<file path="config.mk">
export PLATFORM = sky130hd
export DESIGN_NAME = cce_to_reg_interleave_map_top
export DESIGN_NICKNAME = d
export VERILOG_FILES = /design/src/rtl/citr_pkg.sv /design/src/rtl/citr_derive.sv /design/src/rtl/cce_to_reg_interleave_map_top.sv
export SDC_FILE = /design/constraint.sdc
export NUM_CORES = 1
export LEC_CHECK = 0
export ABC_AREA = 1
export BUFFER_PORTS_ARGS = -buffer_cell sky130_fd_sc_hd__buf_2
export CAP_MARGIN = 20
export CORE_ASPECT_RATIO = 0.6
export CORE_MARGIN = 2
export CORE_UTILIZATION = 64
export CTS_BUF_LIST = sky130_fd_sc_hd__clkbuf_8
export CTS_CLUSTER_SIZE = 12
export DETAILED_ROUTE_END_ITERATION = 10
export GPL_ROUTABILITY_DRIVEN = 1
export HOLD_SLACK_MARGIN = 0.12
export PLACE_DENSITY = 0.82
export SYNTH_ARGS = -nofsm -noshare
export SYNTH_HDL_FRONTEND = slang
export SYNTH_SLANG_ARGS = --single-unit
</file>
<file path="constraint.sdc">
create_clock -name clk_i -period 13.3 [get_ports clk_i]
set_clock_uncertainty 0.2 [all_clocks]
set_input_delay 1.995 -clock clk_i [delete_from_list [all_inputs] [get_ports clk_i]]
set_output_delay 1.995 -clock clk_i [all_outputs]
set_load 0.005 [all_outputs]
</file>
<file path="src/rtl/citr_pkg.sv">
`default_nettype none

package citr_pkg;

  localparam int unsigned REGS_PER_CCE  = 6;
  localparam int unsigned MAX_REG_COUNT = 810;

  // floor(x/3) == (x*683) >> 11 for x < 2048
  localparam logic [19:0] RECIP3       = 20'd683;
  localparam int unsigned RECIP3_SHIFT = 11;

  // restoring divider: one quotient bit per step
  localparam int unsigned DIV_W     = 10;
  localparam logic [3:0]  DIV_STEPS = 4'(DIV_W);

  typedef enum logic [2:0] {
    CFG_INTERLEAVE_ON    = 3'd0,
    CFG_BUNDLE_SIZE      = 3'd1,
    CFG_INTERLEAVER_ROWS = 3'd2,
    CFG_SHIFT_INDEX      = 3'd3,
    CFG_REG_COUNT        = 3'd4,
    CFG_SYMBOL_COUNT     = 3'd5
  } citr_cfg_idx_e;

  typedef enum logic [1:0] {
    DRV_BUNDLES,
    DRV_COLS,
    DRV_SHIFT,
    DRV_DONE
  } citr_drv_state_e;

  // values derived from the configuration registers
  typedef struct packed {
    logic [7:0] cols;        // reg_count / (L*R)
    logic [8:0] bundles;     // reg_count / L
    logic [8:0] shift_mod;   // shift_index mod bundles
    logic       cols_exact;  // reg_count is a multiple of L*R
  } citr_derived_t;

endpackage

`default_nettype wire

</file>
<file path="src/rtl/citr_derive.sv">
`default_nettype none

// Works out the interleaver sizes after every configuration write with one
// shared restoring divider: bundles, then columns, then the reduced shift.
module citr_derive import citr_pkg::*; (
  input  logic          clk_i,
  input  logic          rst_ni,
  input  logic          restart_i,
  input  logic [9:0]    reg_count_i,
  input  logic [2:0]    bundle_size_i,
  input  logic [2:0]    interleaver_rows_i,
  input  logic [8:0]    shift_index_i,
  output citr_derived_t derived_o,
  output logic          busy_o
);

  citr_drv_state_e st_q, st_d;
  logic [3:0]      cnt_q, cnt_d;
  logic [9:0]      rem_q, rem_d;
  logic [9:0]      dq_q, dq_d;
  logic [8:0]      bundles_q, bundles_d;
  logic [8:0]      shift_mod_q, shift_mod_d;
  logic [7:0]      cols_q, cols_d;
  logic            exact_q, exact_d;

  logic [5:0]  lr_prod;
  logic [9:0]  divisor;
  logic [9:0]  dividend;
  logic [10:0] trial;
  logic        qbit;
  logic [9:0]  rem_step;
  logic [9:0]  dq_step;
  logic        last_step;

  assign lr_prod   = {3'b000, bundle_size_i} * {3'b000, interleaver_rows_i};
  assign last_step = (st_q != DRV_DONE) && (cnt_q == DIV_STEPS);

  // next state
  always_comb begin
    st_d = st_q;
    if (restart_i) begin
      st_d = DRV_BUNDLES;
    end else begin
      case (st_q)
        DRV_BUNDLES: if (last_step) st_d = DRV_COLS;
        DRV_COLS:    if (last_step) st_d = DRV_SHIFT;
        DRV_SHIFT:   if (last_step) st_d = DRV_DONE;
        DRV_DONE:    st_d = DRV_DONE;
        default:     st_d = DRV_BUNDLES;
      endcase
    end
  end

  // outputs: operand selection per state
  always_comb begin
    busy_o = (st_q != DRV_DONE);
    case (st_q)
      DRV_BUNDLES: begin
        divisor  = {7'b0, bundle_size_i};
        dividend = reg_count_i;
      end
      DRV_COLS: begin
        divisor  = {4'b0, lr_prod};
        dividend = reg_count_i;
      end
      DRV_SHIFT: begin
        divisor  = {1'b0, bundles_q};
        dividend = {1'b0, shift_index_i};
      end
      default: begin
        divisor  = '0;
        dividend = '0;
      end
    endcase
  end

  assign trial    = {rem_q, dq_q[9]};
  assign qbit     = (trial >= {1'b0, divisor});
  assign rem_step = qbit ? 10'(trial - {1'b0, divisor}) : trial[9:0];
  assign dq_step  = {dq_q[8:0], qbit};

  // divider datapath; count 0 loads operands, counts 1..DIV_STEPS shift
  always_comb begin
    cnt_d       = cnt_q;
    rem_d       = rem_q;
    dq_d        = dq_q;
    bundles_d   = bundles_q;
    cols_d      = cols_q;
    exact_d     = exact_q;
    shift_mod_d = shift_mod_q;
    if (restart_i) begin
      cnt_d = '0;
    end else if (st_q != DRV_DONE) begin
      if (cnt_q == '0) begin
        rem_d = '0;
        dq_d  = dividend;
        cnt_d = 4'd1;
      end else begin
        rem_d = rem_step;
        dq_d  = dq_step;
        if (last_step) begin
          cnt_d = '0;
          case (st_q)
            DRV_BUNDLES: bundles_d = dq_step[8:0];
            DRV_COLS: begin
              cols_d  = dq_step[7:0];
              exact_d = (rem_step == '0);
            end
            DRV_SHIFT:   shift_mod_d = rem_step[8:0];
            default:     ;
          endcase
        end else begin
          cnt_d = cnt_q + 4'd1;
        end
      end
    end
  end

  always_ff @(posedge clk_i or negedge rst_ni) begin
    if (!rst_ni) begin
      st_q  <= DRV_BUNDLES;
      cnt_q <= '0;
    end else begin
      st_q  <= st_d;
      cnt_q <= cnt_d;
    end
  end

  always_ff @(posedge clk_i) begin
    rem_q       <= rem_d;
    dq_q        <= dq_d;
    bundles_q   <= bundles_d;
    cols_q      <= cols_d;
    exact_q     <= exact_d;
    shift_mod_q <= shift_mod_d;
  end

  assign derived_o.cols       = cols_q;
  assign derived_o.bundles    = bundles_q;
  assign derived_o.shift_mod  = shift_mod_q;
  assign derived_o.cols_exact = exact_q;

endmodule

`default_nettype wire

</file>
<file path="src/rtl/cce_to_reg_interleave_map_top.sv">
`default_nettype none

// CCE-to-REG mapper for a PDCCH control resource set.
// Request channel: cce_index_i is taken at a clock edge with start_i high and
// busy_o low. Each request yields six REG results on consecutive cycles, each
// shown for one cycle under result_strobe_o, last_reg_o on the sixth. A bad
// configuration or a CCE outside the set gives one result with config_error_o
// and last_reg_o set and the index fields zero.
// Path: an accepted request passes the sequencer register, pipeline registers
// p2 to p7 and the output register before its first result is on the ports;
// later results follow one per cycle. The sequencer issues one REG per cycle
// into an 8-stage pipeline and takes a new request in the cycle the previous
// one issues its last REG, so error requests can be taken one per cycle.
// Configuration: cfg_valid_i/cfg_ready_o with cfg_index_i and cfg_data_i;
// the user must write only while idle, the block does not enforce it. After
// each write, and after reset, busy_o stays high while a shared divider
// derives bundle count, column count and reduced shift.
// Reset clears the configuration to its defaults and empties the pipeline.
// The receiver cannot stall: results leave on a fixed schedule.
module cce_to_reg_interleave_map_top import citr_pkg::*; (
  input  logic       clk_i,
  input  logic       rst_ni,
  input  logic       start_i,
  output logic       busy_o,
  input  logic [7:0] cce_index_i,
  output logic       result_strobe_o,
  output logic [9:0] reg_index_o,
  output logic [1:0] symbol_index_o,
  output logic [8:0] rb_index_o,
  output logic       config_error_o,
  output logic       last_reg_o,
  input  logic       cfg_valid_i,
  output logic       cfg_ready_o,
  input  logic [2:0] cfg_index_i,
  input  logic [9:0] cfg_data_i
);

  // configuration registers
  logic       intl_q;
  logic [2:0] bsize_q;
  logic [2:0] rows_q;
  logic [8:0] shift_q;
  logic [9:0] rcount_q;
  logic [1:0] symc_q;

  logic          cfg_write;
  citr_derived_t drv;
  logic          drv_busy;

  assign cfg_ready_o = 1'b1;
  assign cfg_write   = cfg_valid_i & cfg_ready_o;

  always_ff @(posedge clk_i or negedge rst_ni) begin
    if (!rst_ni) begin
      intl_q   <= 1'b0;
      bsize_q  <= 3'd6;
      rows_q   <= 3'd2;
      shift_q  <= '0;
      rcount_q <= 10'd6;
      symc_q   <= 2'd1;
    end else if (cfg_write) begin
      case (cfg_index_i)
        CFG_INTERLEAVE_ON:    intl_q   <= cfg_data_i[0];
        CFG_BUNDLE_SIZE:      bsize_q  <= cfg_data_i[2:0];
        CFG_INTERLEAVER_ROWS: rows_q   <= cfg_data_i[2:0];
        CFG_SHIFT_INDEX:      shift_q  <= cfg_data_i[8:0];
        CFG_REG_COUNT:        rcount_q <= cfg_data_i;
        CFG_SYMBOL_COUNT:     symc_q   <= cfg_data_i[1:0];
        default:              ;
      endcase
    end
  end

  citr_derive u_derive (
    .clk_i              (clk_i),
    .rst_ni             (rst_ni),
    .restart_i          (cfg_write),
    .reg_count_i        (rcount_q),
    .bundle_size_i      (bsize_q),
    .interleaver_rows_i (rows_q),
    .shift_index_i      (shift_q),
    .derived_o          (drv),
    .busy_o             (drv_busy)
  );

  // ---------------- request check and sequencer ----------------
  logic        accept;
  logic [8:0]  cce_p1;
  logic [10:0] cce_span;
  logic        bsize_ok, rows_ok, err_now;
  logic [9:0]  first_b;

  logic       sq_valid_q, sq_valid_d;
  logic       sq_err_q, sq_err_d;
  logic [9:0] sq_b_q, sq_b_d;
  logic [2:0] sq_k_q, sq_k_d;
  logic [2:0] sq_n_q, sq_n_d;
  logic       sq_final;

  assign sq_final = sq_err_q | (sq_n_q == 3'(REGS_PER_CCE - 1));
  assign busy_o   = drv_busy | (sq_valid_q & ~sq_final);
  assign accept   = start_i & ~busy_o;

  assign cce_p1   = {1'b0, cce_index_i} + 9'd1;
  assign cce_span = {cce_p1, 2'b00} + {1'b0, cce_p1, 1'b0};
  assign bsize_ok = bsize_q inside {3'd2, 3'd3, 3'd6};
  assign rows_ok  = rows_q inside {3'd2, 3'd3, 3'd6};

  always_comb begin
    err_now = (symc_q == 2'd0) || (rcount_q > 10'(MAX_REG_COUNT)) ||
              (cce_span > {1'b0, rcount_q});
    if (intl_q) begin
      err_now = err_now || !bsize_ok || !rows_ok || !drv.cols_exact;
    end else begin
      err_now = err_now || (bsize_q != 3'(REGS_PER_CCE));
    end
  end

  // first bundle = cce * (6 / L)
  always_comb begin
    case (bsize_q)
      3'd2:    first_b = {2'b00, cce_index_i} + {1'b0, cce_index_i, 1'b0};
      3'd3:    first_b = {1'b0, cce_index_i, 1'b0};
      default: first_b = {2'b00, cce_index_i};
    endcase
  end

  always_comb begin
    sq_valid_d = sq_valid_q;
    sq_err_d   = sq_err_q;
    sq_b_d     = sq_b_q;
    sq_k_d     = sq_k_q;
    sq_n_d     = sq_n_q;
    if (accept) begin
      sq_valid_d = 1'b1;
      sq_err_d   = err_now;
      sq_b_d     = first_b;
      sq_k_d     = '0;
      sq_n_d     = '0;
    end else if (sq_valid_q) begin
      if (sq_final) begin
        sq_valid_d = 1'b0;
      end else begin
        sq_n_d = sq_n_q + 3'd1;
        if (sq_k_q == bsize_q - 3'd1) begin
          sq_k_d = '0;
          sq_b_d = sq_b_q + 10'd1;
        end else begin
          sq_k_d = sq_k_q + 3'd1;
        end
      end
    end
  end

  always_ff @(posedge clk_i or negedge rst_ni) begin
    if (!rst_ni) begin
      sq_valid_q <= 1'b0;
    end else begin
      sq_valid_q <= sq_valid_d;
    end
  end

  always_ff @(posedge clk_i) begin
    sq_err_q <= sq_err_d;
    sq_b_q   <= sq_b_d;
    sq_k_q   <= sq_k_d;
    sq_n_q   <= sq_n_d;
  end

  // ---------------- REG pipeline ----------------
  // stage 2: bundle / R
  logic [9:0]  s2_div_in;
  logic [19:0] s2_prod;
  logic [8:0]  s2_q;

  assign s2_div_in = (rows_q == 3'd6) ? {1'b0, sq_b_q[9:1]} : sq_b_q;
  assign s2_prod   = {10'b0, s2_div_in} * RECIP3;

  always_comb begin
    case (rows_q)
      3'd3, 3'd6: s2_q = s2_prod[RECIP3_SHIFT +: 9];
      default:    s2_q = sq_b_q[9:1];
    endcase
  end

  logic       p2_valid_q, p2_err_q, p2_last_q;
  logic [2:0] p2_k_q;
  logic [9:0] p2_b_q;
  logic [8:0] p2_q_q;

  // stage 3: bundle mod R
  logic [11:0] s3_qr;
  logic [2:0]  s3_r;

  always_comb begin
    case (rows_q)
      3'd3:    s3_qr = {3'b000, p2_q_q} + {2'b00, p2_q_q, 1'b0};
      3'd6:    s3_qr = {2'b00, p2_q_q, 1'b0} + {1'b0, p2_q_q, 2'b00};
      default: s3_qr = {2'b00, p2_q_q, 1'b0};
    endcase
  end

  assign s3_r = 3'({2'b00, p2_b_q} - s3_qr);

  logic       p3_valid_q, p3_err_q, p3_last_q;
  logic [2:0] p3_k_q;
  logic [9:0] p3_b_q;
  logic [8:0] p3_q_q;
  logic [2:0] p3_r_q;

  // stage 4: r*C + b/R + shift
  logic [10:0] s4_rc;
  logic [10:0] s4_t;

  assign s4_rc = {8'b0, p3_r_q} * {3'b000, drv.cols};
  assign s4_t  = s4_rc + {2'b00, p3_q_q} + {2'b00, drv.shift_mod};

  logic        p4_valid_q, p4_err_q, p4_last_q;
  logic [2:0]  p4_k_q;
  logic [9:0]  p4_b_q;
  logic [10:0] p4_t_q;

  // stage 5: wrap into the bundle range (sum stays below twice the count)
  logic [9:0] s5_idx;

  always_comb begin
    if (!intl_q) begin
      s5_idx = p4_b_q;
    end else if (p4_t_q >= {2'b00, drv.bundles}) begin
      s5_idx = 10'(p4_t_q - {2'b00, drv.bundles});
    end else begin
      s5_idx = p4_t_q[9:0];
    end
  end

  logic       p5_valid_q, p5_err_q, p5_last_q;
  logic [2:0] p5_k_q;
  logic [9:0] p5_idx_q;

  // stage 6: REG = bundle * L + k
  logic [12:0] s6_idx_x;
  logic [12:0] s6_scaled;
  logic [12:0] s6_reg;

  assign s6_idx_x = {3'b000, p5_idx_q};

  always_comb begin
    case (bsize_q)
      3'd2:    s6_scaled = s6_idx_x << 1;
      3'd3:    s6_scaled = s6_idx_x + (s6_idx_x << 1);
      default: s6_scaled = (s6_idx_x << 2) + (s6_idx_x << 1);
    endcase
  end

  assign s6_reg = s6_scaled + {10'b0, p5_k_q};

  logic       p6_valid_q, p6_err_q, p6_last_q;
  logic [9:0] p6_reg_q;

  // stage 7: REG / symbol count
  logic [19:0] s7_prod;
  logic [9:0]  s7_rq;

  assign s7_prod = {10'b0, p6_reg_q} * RECIP3;

  always_comb begin
    case (symc_q)
      2'd1:    s7_rq = p6_reg_q;
      2'd2:    s7_rq = {1'b0, p6_reg_q[9:1]};
      default: s7_rq = {1'b0, s7_prod[RECIP3_SHIFT +: 9]};
    endcase
  end

  logic       p7_valid_q, p7_err_q, p7_last_q;
  logic [9:0] p7_reg_q;
  logic [9:0] p7_rq_q;

  // stage 8: symbol = REG - rb * symbol count, output register
  logic [11:0] s8_back;
  logic [1:0]  s8_sym;

  always_comb begin
    case (symc_q)
      2'd1:    s8_back = {2'b00, p7_rq_q};
      2'd2:    s8_back = {1'b0, p7_rq_q, 1'b0};
      default: s8_back = {2'b00, p7_rq_q} + {1'b0, p7_rq_q, 1'b0};
    endcase
  end

  assign s8_sym = 2'({2'b00, p7_reg_q} - s8_back);

  logic       out_valid_q;
  logic [9:0] out_reg_q;
  logic [1:0] out_sym_q;
  logic [8:0] out_rb_q;
  logic       out_err_q, out_last_q;

  always_ff @(posedge clk_i or negedge rst_ni) begin
    if (!rst_ni) begin
      p2_valid_q  <= 1'b0;
      p3_valid_q  <= 1'b0;
      p4_valid_q  <= 1'b0;
      p5_valid_q  <= 1'b0;
      p6_valid_q  <= 1'b0;
      p7_valid_q  <= 1'b0;
      out_valid_q <= 1'b0;
    end else begin
      p2_valid_q  <= sq_valid_q;
      p3_valid_q  <= p2_valid_q;
      p4_valid_q  <= p3_valid_q;
      p5_valid_q  <= p4_valid_q;
      p6_valid_q  <= p5_valid_q;
      p7_valid_q  <= p6_valid_q;
      out_valid_q <= p7_valid_q;
    end
  end

  always_ff @(posedge clk_i) begin
    p2_err_q   <= sq_err_q;
    p2_last_q  <= sq_final;
    p2_k_q     <= sq_k_q;
    p2_b_q     <= sq_b_q;
    p2_q_q     <= s2_q;

    p3_err_q   <= p2_err_q;
    p3_last_q  <= p2_last_q;
    p3_k_q     <= p2_k_q;
    p3_b_q     <= p2_b_q;
    p3_q_q     <= p2_q_q;
    p3_r_q     <= s3_r;

    p4_err_q   <= p3_err_q;
    p4_last_q  <= p3_last_q;
    p4_k_q     <= p3_k_q;
    p4_b_q     <= p3_b_q;
    p4_t_q     <= s4_t;

    p5_err_q   <= p4_err_q;
    p5_last_q  <= p4_last_q;
    p5_k_q     <= p4_k_q;
    p5_idx_q   <= s5_idx;

    p6_err_q   <= p5_err_q;
    p6_last_q  <= p5_last_q;
    p6_reg_q   <= s6_reg[9:0];

    p7_err_q   <= p6_err_q;
    p7_last_q  <= p6_last_q;
    p7_reg_q   <= p6_reg_q;
    p7_rq_q    <= s7_rq;

    out_err_q  <= p7_err_q;
    out_last_q <= p7_last_q;
    out_reg_q  <= p7_err_q ? '0 : p7_reg_q;
    out_sym_q  <= p7_err_q ? '0 : s8_sym;
    out_rb_q   <= p7_err_q ? '0 : p7_rq_q[8:0];
  end

  assign result_strobe_o = out_valid_q;
  assign reg_index_o     = out_reg_q;
  assign symbol_index_o  = out_sym_q;
  assign rb_index_o      = out_rb_q;
  assign config_error_o  = out_err_q;
  assign last_reg_o      = out_last_q;

endmodule

`default_nettype wire

</file>
After elaboration in Yosys (flattened, before gate mapping)

Index checks and enable logic that the tools add are counted.

Register bits after elaboration: 254
Output and inout port bits: 26

Add/subtract/negate cells: 20
Multipliers: 4
Magnitude comparators: 4
Equality and inequality tests: 25
Multiplexer cells: 31
Bitwise logic cells: 8
Reduce and logical (&&, ||, !) cells: 35

Operators with widths:

| cell                     | count |
|---|---|
| $mux W10                 | 9 |
| $pmux W10 S2             | 3 |
| $mul A10 B10 Y20 const B | 2 |
| $pmux W9 S3              | 1 |
| $add A11 B9 Y11          | 2 |
| $ge A11 B9 Y1            | 2 |
| $add A10 B10 Y10         | 2 |
| $sub A10 B9 Y10          | 2 |
| $eq A3 B2 Y1 const B     | 6 |
| $pmux W9 S2              | 1 |
| $mux W4                  | 4 |
| $reduce_and A2 Y1        | 8 |
| $eq A3 B3 Y1 const B     | 5 |
| $reduce_and A5 Y1        | 3 |
| $add A11 B10 Y11         | 1 |
| $gt A11 B10 Y1           | 1 |
| $mul A3 B8 Y11           | 1 |
| $add A10 B1 Y10 const B  | 1 |
| $add A10 B3 Y10          | 1 |
| $add A8 B9 Y10           | 1 |
| $gt A10 B10 Y1 const B   | 1 |
| $logic_not A10 Y1        | 1 |
| $add A8 B1 Y9 const B    | 1 |
| $mux W9                  | 1 |
| 35 further kinds         | 67 |

Logic depth before layout (Yosys ltp)

Gate-level depths: netlist of run 1.

Depth after elaboration: 9
Mapped depth: 26
Mapped depth without buffers: 26

Modules after synthesis

From an unflattened synthesis of run 1, not the netlist that was laid out.

Cell total of the unflattened synthesis: 1996
Area total of the unflattened synthesis: 16792.4 µm²

By module, submodules not included:

| module                        | times used | cells an instance | area each (µm²) | seq. area each (µm²) |
|---|---|---|---|---|
| cce_to_reg_interleave_map_top | 1          | 1667              | 13696.9         | 4321.6 |
| citr_derive                   | 1          | 329               | 3095.5          | 1561.5 |

Worst setup path before layout of run 1

No wires, ideal clock.

Path kind: flip-flop to flip-flop
Start point: reg rows_q[1]
End point: reg p2_q_q[8]
Setup time: 113 ps
Arrival time: 4899 ps
Slack: 8088 ps
Stages on the path, launching flop included: 22
Buffers on the path: 2
Cells stage by stage: dfstp_2 > buf_2 > nand3_2 > clkbuf_1 > o21ai_0 > inv_1 > ha_1 > ha_1 > fa_1 > fa_1 > inv_1 > fa_1 > inv_1 > ha_1 > nand2_1 > nor2_1 > nand3_1 > or3_1 > nand4_1 > nand2_1 > nand2_1 > nand2_1

Longest elaborated chain between the ends: 4
Elaborated cells on any way between the ends: 6

Ends and longest elaborated chain:

| what                   | RTL line                                                                   | text |
|---|---|---|
| start, declared        | cce_to_reg_interleave_map_top.sv:41                                        | `logic [2:0] rows_q;` |
| start signal, assigned | cce_to_reg_interleave_map_top.sv:65                                        | `CFG_INTERLEAVER_ROWS: rows_q <= cfg_data_i[2:0];` |
| $eq A3 B3 Y1           | cce_to_reg_interleave_map_top.sv:176, cce_to_reg_interleave_map_top.sv:180 |  |
| $mux W10               | cce_to_reg_interleave_map_top.sv:176                                       | `assign s2_div_in = (rows_q == 3'd6) ? {1'b0, sq_b_q[9:1]} : sq_b_q;` |
| $mul A10 B10 Y20       | cce_to_reg_interleave_map_top.sv:177                                       | `assign s2_prod = {10'b0, s2_div_in} * RECIP3;` |
| $mux W9 (*)            | cce_to_reg_interleave_map_top.sv:180                                       | `case (rows_q)` |
| named net s2_q[8]      | cce_to_reg_interleave_map_top.sv:174                                       | `logic [8:0] s2_q;` |
| end signal, assigned   | cce_to_reg_interleave_map_top.sv:323                                       | `p2_q_q <= s2_q;` |
| end, declared          | cce_to_reg_interleave_map_top.sv:189                                       | `logic [8:0] p2_q_q;` |

Mark *: on every way through the listed nets, which the timed path passes. The rest lies on a longest branch.
A chain may end at the register's enable or synchronous reset.

Final worst setup path of run 1

Same ends and word-level chain as after synthesis.

==> results of run 1 <==
## worst reg2reg max path, stage by stage (launching register included)
cell and delay (ps):
sky130_fd_sc_hd__dfstp_2 610, sky130_fd_sc_hd__nand3_2 280, sky130_fd_sc_hd__o21ai_0 570, sky130_fd_sc_hd__inv_1 140, sky130_fd_sc_hd__ha_1 320, sky130_fd_sc_hd__ha_1 340, sky130_fd_sc_hd__fa_1 520, sky130_fd_sc_hd__fa_1 530
sky130_fd_sc_hd__inv_1 50, sky130_fd_sc_hd__fa_1 500, sky130_fd_sc_hd__inv_1 40, sky130_fd_sc_hd__ha_1 310, sky130_fd_sc_hd__nand2_1 120, sky130_fd_sc_hd__nor2_1 170, sky130_fd_sc_hd__nand3_1 120, sky130_fd_sc_hd__or3_1 400
sky130_fd_sc_hd__nand3_1 80, sky130_fd_sc_hd__nand2_1 50, sky130_fd_sc_hd__nand2_1 60, sky130_fd_sc_hd__nand2_1 50, sky130_fd_sc_hd__nand2_1 70
## kinds of logic (layout without fill, tap and decap cells)
kind of cell / after synthesis / count (layout) / share of synthesized area
simple gates: 707 / 707 / 0.177
buf+inv: 379 / 473 / 0.0871
compound gates: 294 / 294 / 0.0990
fa+ha+maj: 286 / 286 / 0.249
flops: 254 / 254 / 0.353
xor+xnor: 65 / 65 / 0.0342
other cells: 1 / 1 / 0.000225
## flip-flops by register name, summed over array words and instances, names as in the netlist, 4 cells and up
register	count
p7_reg_q	10
sq_b_q	10
p4_t_q	11
p7_rq_q	9
p2_b_q	10
reg_index_o	10
u_derive.dq_q	10
u_derive.shift_mod_q	9
p2_q_q	9
p3_q_q	9
p3_b_q	10
p5_idx_q	10
p6_reg_q	10
u_derive.rem_q	10
p4_b_q	10
rb_index_o	9
rcount_q	10
u_derive.cols_q	8
u_derive.bundles_q	9
u_derive.cnt_q	4
shift_q	9
## area by class of cell
type / count / area share
Clock buffer: 48 / 0.0366
Clock inverter: 22 / 0.00790
Inverter: 348 / 0.0725
Multi-Input combinational cell: 1353 / 0.517
Sequential cell: 254 / 0.326
Tap cell: 352 / 0.0244
Timing Repair Buffer: 55 / 0.0162
## per-layer routing
| layer | global-route usage | up-vias | share of wire |
|---|---|---|---|
| met5 | 0 | - | 0.00029 |
| met4 | 0.0699 | 2 | 0.016 |
| met3 | 0.0903 | 72 | 0.12 |
| met2 | 0.458 | 671 | 0.40 |
| met1 | 0.479 | 6333 | 0.47 |
| li1 | - | 6556 | - |
## final timing paths
kind | from | end | cells after the start
max in group asynchronous | rst_ni | intl_q | 1
hold reg to reg | p6_last_q | p7_last_q | 0
setup reg to reg | rows_q[1] | p2_q_q[8] | 20
min in group asynchronous | rst_ni | p3_valid_q | 1
hold / removal | p6_last_q | p7_last_q | 0
setup / recovery | rows_q[1] | p2_q_q[8] | 20
## per-stage QoR
stage	hold WS (ps)	setup WS, ps	util	cell area, um^2
2_1_floorplan	110	8090	-	16700
3_3_place_gp	111	7860	0.677	17200
3_5_place_dp	112	7770	0.677	17200
4_1_cts	126	7740	0.709	18000
5_1_grt	121	7360	0.709	18100
6_report	120	7710	0.709	18100
## what timing repair did
item | 4_1_cts | 5_1_grt
hold buffers | 1 | 0
hold endpoints to repair | 1 | 0
setup endpoints to repair | 0 | 0
resized for setup | 0 | 0
## Yosys cell counts (all sizes together)
| library cell | instances |
|---|---|
| nand4 | 23 |
| clkinv | 1 |
| o21ai | 100 |
| o31ai | 4 |
| a31oi | 13 |
| or3 | 1 |
| xnor2 | 21 |
| o21a | 3 |
| inv | 347 |
| a221oi | 7 |
| a211oi | 7 |
| nor2 | 149 |
| ha | 210 |
| o32ai | 1 |
| o211ai | 4 |
| xor2 | 44 |
| fa | 76 |
| a22oi | 1 |
| nand3b | 6 |
| nor4 | 2 |
| o2111ai | 2 |
| nand3 | 90 |
| nand2 | 415 |
| o221ai | 2 |
| a21o | 9 |
| edfxtp | 58 |
| a21oi | 126 |
| dfstp | 6 |
| clkbuf | 21 |
| or2 | 6 |
| o22ai | 6 |
| dfrtp | 36 |
| and2 | 1 |
| dfxtp | 154 |
| buf | 10 |
| conb | 1 |
| o21bai | 7 |
| nor3 | 14 |
| a21boi | 2 |
## placed cells by master, fill, tap and decap left out, types with 5 or more instances in the layout
master,synthesis,routed
sky130_fd_sc_hd__nand2_1,409,409
sky130_fd_sc_hd__inv_1,344,353
sky130_fd_sc_hd__ha_1,210,210
sky130_fd_sc_hd__dfxtp_1,154,154
sky130_fd_sc_hd__nor2_1,148,148
sky130_fd_sc_hd__a21oi_1,122,122
sky130_fd_sc_hd__o21ai_0,95,95
sky130_fd_sc_hd__nand3_1,86,86
sky130_fd_sc_hd__fa_1,76,76
sky130_fd_sc_hd__edfxtp_1,58,58
sky130_fd_sc_hd__buf_2,5,49
sky130_fd_sc_hd__clkbuf_8,0,48
sky130_fd_sc_hd__xor2_1,44,44
sky130_fd_sc_hd__dfrtp_1,36,36
sky130_fd_sc_hd__nand4_1,22,22
sky130_fd_sc_hd__xnor2_1,21,21
sky130_fd_sc_hd__a31oi_1,13,13
sky130_fd_sc_hd__nor3_1,13,12
sky130_fd_sc_hd__a21o_1,8,8
sky130_fd_sc_hd__o21bai_1,7,7
sky130_fd_sc_hd__a221oi_1,7,7
sky130_fd_sc_hd__a211oi_1,7,7
sky130_fd_sc_hd__nand3b_1,6,6
sky130_fd_sc_hd__o22ai_1,6,6
sky130_fd_sc_hd__dfstp_2,6,6
sky130_fd_sc_hd__or2_2,5,5
sky130_fd_sc_hd__o21ai_1,5,5
sky130_fd_sc_hd__nand2_2,5,5
==> metrics.log, run 1 <==
[metrics] floorplan die height: 129 um
[metrics] multi-input gate area in the final layout: 9330 um^2
[metrics] stage delay of the slowest cell on the critical path: 610 ps
[metrics] # rows: 45
[metrics] top cells by area in the synthesized netlist: sky130_fd_sc_hd__dfxtp_1 (19%), sky130_fd_sc_hd__ha_1 (16%), sky130_fd_sc_hd__edfxtp_1 (10%)
[metrics] hold violation total from the final report: 0
[metrics] buffers added on ports: 49
[metrics] Crit-path slowest cell: sky130_fd_sc_hd__dfstp_2
[metrics] post-synth cell types: 54
[metrics] share of the yosys chip area belonging to registers: 0.353
[metrics] total buffers and inverters traversed by the critical path: 3
[metrics] number of sinks handled by clock tree synthesis: 254
[metrics] post-route fraction of the period consumed by the critical path: 0.420
[metrics] Synthesis Warnings: 0
[metrics] global-route usage over all layers: 0.319
[metrics] Cell Chain, Critical Path: nand3_2, o21ai_0, inv_1, ha_1, ha_1, fa_1, fa_1, inv_1, fa_1, inv_1, ha_1, nand2_1, nor2_1, nand3_1, or3_1, nand3_1, nand2_1, nand2_1, nand2_1, nand2_1
[metrics] worst-case clock buffer depth: 3
[metrics] Gate Count Post-Synth: 1986
[metrics] Yosys reg bits: 254
[metrics] remaining global-route overflow: 0
[metrics] total iterations of the first detailed-routing run: 6
[metrics] clock tree root buffer cell: sky130_fd_sc_hd__clkbuf_8
[metrics] actual transition at the worst max-transition pin: 1160 ps
[metrics] number of cells in the design after placement: 2360
[metrics] Max-Cap Viols: 0
[metrics] HPWL Detailed: 33.8 mm
[metrics] count of filler cells inserted in the layout: 1969
[metrics] share of post-route cells with drive strength above 1: 0.0707
[metrics] Slew HR: 0.223
[metrics] share of the synthesized area in the top cell type: 0.185
[metrics] CP delay by family, top: adder cells
[metrics] via count of the first global-routing pass: 13200
[metrics] full die area: 27400 um^2
[metrics] core footprint: 25400 um^2
[metrics] unrepaired setup endpoints after global routing: no
[metrics] max frequency: 179 MHz
[metrics] Initial Util: 0.654
[metrics] clock-pin slew on the worst setup and hold paths: 70 ps
[metrics] pin count of the biggest net entering global routing: 43
[metrics] remaining antenna violation count after routing: 0
[metrics] final layout net count: 2361
[metrics] Critical Path Most Common Cell: sky130_fd_sc_hd__nand2_1
[metrics] via total after detailed routing: 13600
[metrics] run status: finished clean
[metrics] number of I/O pins: 51
[metrics] worst hold-check path type: flop to flop
[metrics] wire length per cell after detailed routing: 17.3 um
[metrics] Req. time, crit path: 13590 ps
[metrics] DRC Markers: 0
[metrics] crit start category: flop
[metrics] insertion delay of the later-clocked pin in the worst-skew pair: 550 ps
[metrics] TritonCTS buffer count: 38
[metrics] clock period minus worst slack: 5590 ps
[metrics] register area: 5880 um^2
[metrics] deepest level of the CTS H-tree: 2
[metrics] filler-free cell count of the finished design: 2432
[metrics] violation count after the first detailed-route iteration: 1405
[metrics] Final GP Congestion: 0.954
[metrics] cell accounting for the most synthesized area: sky130_fd_sc_hd__dfxtp_1
[metrics] R2R Setup Slk: 7710 ps
[metrics] growth of design area from synthesis to finish: 8.41%
[metrics] Routed WL: 42.0 mm
[metrics] final setup violating endpoints: 0
[metrics] largest driver fanout on the critical path: 14
[metrics] Final Slew Violations: 0
[metrics] summed instance area of the synthesized netlist: 16700 um^2
[metrics] TritonCTS clock tree: yes
[metrics] post-detailed-route via-to-cell ratio: 5.61
[metrics] synthesized area per cell: 8.39 um^2
[metrics] antenna violations before repair: 3
[metrics] setup TNS: 0 ps
[metrics] Die W: 212 um
[metrics] Setup Fix Bufs, Post-CTS: 0
[metrics] Mapped Nets: 2297
[metrics] first-pass GRT wire length: 67.6 mm
[metrics] path type of the worst setup path: flop to flop
[metrics] CP Data Arrival Time: 5880 ps
[metrics] Critical Path End Type: flop
[metrics] antenna cells: 0
Power of run 1 is not shown: default switching activity piles up to over one toggle a cycle in this logic, so the estimate is an artifact.
==> inputs of run 2 (changes only) <==
--- a/config.mk
+++ b/config.mk
@@ -5,7 +5,7 @@
 export SDC_FILE = /design/constraint.sdc
 export NUM_CORES = 1
 export LEC_CHECK = 0
-export ABC_AREA = 1
+export ABC_AREA = 0
 export BUFFER_PORTS_ARGS = -buffer_cell sky130_fd_sc_hd__buf_2
 export CAP_MARGIN = 20
 export CORE_ASPECT_RATIO = 0.6
==> constraint.sdc (replaced) <==
create_clock -name clk_i -period 5.38 [get_ports clk_i]
set_clock_uncertainty 0.2 [all_clocks]
set_input_delay 0.807 -clock clk_i [delete_from_list [all_inputs] [get_ports clk_i]]
set_output_delay 0.807 -clock clk_i [all_outputs]
set_load 0.005 [all_outputs]
==> metrics.log, run 2 <==
[metrics] gr busiest metal: met1
[metrics] setup TNS: -284 ps
[metrics] Final GP Congestion: 0.936
[metrics] actual transition at the worst max-transition pin: 983 ps
[metrics] remaining global-route overflow: 0
[metrics] Req. time, crit path: 5600 ps
[metrics] violation count after the first detailed-route iteration: 953
[metrics] CP Data Arrival Time: 5710 ps
[metrics] # rows: 44
[metrics] HPWL Detailed: 28.2 mm
[metrics] stage delay of the slowest cell on the critical path: 530 ps
[metrics] Mapped Nets: 1831
[metrics] unrepaired setup endpoints after global routing: yes
[metrics] post-route fraction of the period consumed by the critical path: 1.02
[metrics] hold wc startpoint: p3_b_q[4]
[metrics] destination of the worst hold path: p4_b_q[4]
[metrics] Gate Count Post-Synth: 1520
[metrics] most frequent cells after synthesis: sky130_fd_sc_hd__ha_1 (210), sky130_fd_sc_hd__inv_1 (196), sky130_fd_sc_hd__dfxtp_1 (154), sky130_fd_sc_hd__nand2_1 (96), sky130_fd_sc_hd__nor2_1 (86)
[metrics] Max-Cap Viols: 0
[metrics] global-route usage over all layers: 0.300
[metrics] total iterations of the first detailed-routing run: 5
[metrics] Initial Util: 0.650
[metrics] final setup violating endpoints: 5
[metrics] buffers added on ports: 49
[metrics] Critical Path End Type: flop
[metrics] core footprint: 24100 um^2
[metrics] proportion of synthesized flip-flops having asynchronous set or reset: 0.165
[metrics] met1 Resource Use GR: 0.446
[metrics] max frequency: 182 MHz
[metrics] Routed WL: 37.3 mm
[metrics] Final Slew Violations: 0
[metrics] R2R Setup Slk: -100 ps
[metrics] deepest level of the CTS H-tree: 2
[metrics] count of filler cells inserted in the layout: 1600
[metrics] Non-Filler Cell Area, Final: 17700 um^2
[metrics] number of sinks handled by clock tree synthesis: 254
[metrics] top cells by area in the synthesized netlist: sky130_fd_sc_hd__dfxtp_1 (20%), sky130_fd_sc_hd__ha_1 (17%), sky130_fd_sc_hd__edfxtp_1 (11%)
[metrics] most common cell after layout, fill and taps aside: sky130_fd_sc_hd__inv_1
[metrics] share of the yosys chip area belonging to registers: 0.375
[metrics] share of the synthesized area in the top cell type: 0.197
[metrics] post-place instance area: 16500 um^2
[metrics] first-pass GRT wire length: 60.6 mm
[metrics] share of post-route cells with drive strength above 1: 0.148
[metrics] floorplan die height: 125 um
[metrics] TritonCTS buffer count: 39
[metrics] library cell with the highest instance count after synthesis: sky130_fd_sc_hd__ha_1
[metrics] CP delay by family, top: adder cells
[metrics] crit start category: flop
[metrics] TritonCTS clock tree: yes
[metrics] worst flop-to-flop path endpoint: p2_q_q[5]
[metrics] largest driver fanout on the critical path: 3
[metrics] insertion delay of the later-clocked pin in the worst-skew pair: 560 ps
[metrics] via count of the first global-routing pass: 11600
[metrics] worst hold margin: 125 ps
[metrics] number of stages on the worst hold path: 0
[metrics] Synthesis Warnings: 0
[metrics] clock-pin slew on the worst setup and hold paths: 70 ps
[metrics] total buffers and inverters traversed by the critical path: 7
[metrics] post-detailed-route via-to-cell ratio: 5.82
[metrics] summed instance area of the synthesized netlist: 15700 um^2
[metrics] max reg flops: 11
[metrics] cell accounting for the most synthesized area: sky130_fd_sc_hd__dfxtp_1
[metrics] met2 capacity usage during global routing: 0.441
[metrics] worst-case clock buffer depth: 3
[metrics] path type of the worst setup path: flop to flop
[metrics] top register by number of flip-flops: p4_t_q
[metrics] via total after detailed routing: 11500
[metrics] final layout net count: 1937
[metrics] DRC Markers: 0
[metrics] antenna violations before repair: 2
[metrics] wire length per cell after detailed routing: 18.9 um
[metrics] clock period minus worst slack: 5480 ps
[metrics] Yosys reg bits: 254
[metrics] Slew HR: 0.345
[metrics] Cell Chain, Critical Path: nand3b_1, buf_6, buf_12, mux2i_4, inv_2, ha_4, ha_4, fa_1, fa_1, inv_1, fa_1, inv_2, ha_4, a21oi_1, o211ai_1, o2111a_1, o2111a_1, buf_4, buf_4, nor3_4, xor2_1, o21ai_0
[metrics] Crit-path slowest cell: sky130_fd_sc_hd__dfstp_2
[metrics] worst reg2reg path depth: 22
[metrics] synthesized area per cell: 10.3 um^2
[metrics] dominant synthesized flop cell: sky130_fd_sc_hd__dfxtp_1
[metrics] number of I/O pins: 51
[metrics] count of flip-flops with a built-in enable after synthesis: 58
[metrics] full die area: 25800 um^2
[metrics] clock tree root buffer cell: sky130_fd_sc_hd__clkbuf_8
[metrics] setup slack after layout: -105 ps
[metrics] Crit Reg-Reg Startpoint: rows_q[1]
[metrics] post-synth cell types: 76
[metrics] remaining antenna violation count after routing: 0
[metrics] met3 demand-to-capacity share in global routing: 0.0806
[metrics] Die W: 206 um
[metrics] violated checks: setup timing
[metrics] worst hold-check path type: flop to flop
[metrics] pin count of the biggest net entering global routing: 43
[metrics] growth of design area from synthesis to finish: 13.2%
[metrics] leading cell types in the layout, fill and taps excluded: sky130_fd_sc_hd__inv_1 (200), sky130_fd_sc_hd__ha_1 (191), sky130_fd_sc_hd__dfxtp_1 (151)
[metrics] hold violation total from the final report: 0
[metrics] antenna cells: 0
[metrics] run status: complete, but fails checks
[run 2: logic make-up (layout without fill, tap and decap cells)]
family / Yosys count / after routing / synth area share
flip-flops: 254 / 254 / 0.375
XOR/XNOR: 84 / 84 / 0.0470
AO/OA/AOI/OAI: 276 / 276 / 0.116
other: 1 / 1 / 0.000239
AND/OR/NAND/NOR: 332 / 332 / 0.104
buffers and inverters: 236 / 370 / 0.0579
adder cells (fa/ha/maj): 286 / 286 / 0.265
multiplexers: 51 / 51 / 0.0351
[run 2: cell type report]
| class | instances | area (um^2) | area share |
|---|---|---|---|
| inverters | 198 | 743 | 0.0419 |
| well taps | 322 | 403 | 0.0227 |
| multi-input cells | 1030 | 9150 | 0.516 |
| repair buffers | 103 | 674 | 0.0380 |
| clock inverters | 25 | 275 | 0.0155 |
| flip-flops and latches | 254 | 5890 | 0.332 |
| clock buffers | 44 | 606 | 0.0341 |
[run 2: worst max-delay path by stage]
stage	startpoint	end	slack (ps)	cells after the start
after floorplan	rows_q[1]	p2_q_q[8]	20	20
after global placement	rows_q[1]	p2_q_q[8]	-100	21
after detailed placement	rows_q[1]	p2_q_q[7]	-240	22
after CTS	rows_q[1]	p2_q_q[8]	5	20
after global routing	rows_q[1]	p2_q_q[7]	-260	21
final	rows_q[1]	p2_q_q[5]	-100	22
[run 2: worst reg2reg max path, stage by stage (launching register included)]
cell                       delay [ps]
sky130_fd_sc_hd__dfstp_2          530
sky130_fd_sc_hd__nand3b_1         160
sky130_fd_sc_hd__buf_6            190
sky130_fd_sc_hd__buf_12           120
sky130_fd_sc_hd__mux2i_4          170
sky130_fd_sc_hd__inv_2             80
sky130_fd_sc_hd__ha_4             250
sky130_fd_sc_hd__ha_4             250
sky130_fd_sc_hd__fa_1             520
sky130_fd_sc_hd__fa_1             510
sky130_fd_sc_hd__inv_1             50
sky130_fd_sc_hd__fa_1             490
sky130_fd_sc_hd__inv_2             50
sky130_fd_sc_hd__ha_4             230
sky130_fd_sc_hd__a21oi_1          120
sky130_fd_sc_hd__o211ai_1         160
sky130_fd_sc_hd__o2111a_1         300
sky130_fd_sc_hd__o2111a_1         280
sky130_fd_sc_hd__buf_4            150
sky130_fd_sc_hd__buf_4            150
sky130_fd_sc_hd__nor3_4           190
sky130_fd_sc_hd__xor2_1           150
sky130_fd_sc_hd__o21ai_0           80
[run 2: timing repair]
item | in CTS | in global routing
endpoints found under the setup margin | 6 | 9
gates resized for setup | 36 | 9
setup buffers | 8 | 0
pin swaps | 25 | 4
hold buffers | 0 | 0
cloned | 1 | 0
[run 2: metal layers]
layer	vias to the layer above	wire, um	share of wire
met2	471	15700	0.42
met1	5528	17300	0.46
met4	2	687	0.018
met5	-	13	0.00035
li1	5426	-	-
met3	68	3620	0.097
[run 2: metrics by stage]
step	setup slack [ps]	utilization	instances
3_5_place_dp	-236	0.685	1898
6_report	-105	0.736	1976
2_1_floorplan	17.3	-	1520
5_1_grt	-260	0.736	1976
4_1_cts	4.61	0.734	1975
3_3_place_gp	-95.6	0.685	1897
Power of run 2 is left out for the same reason.
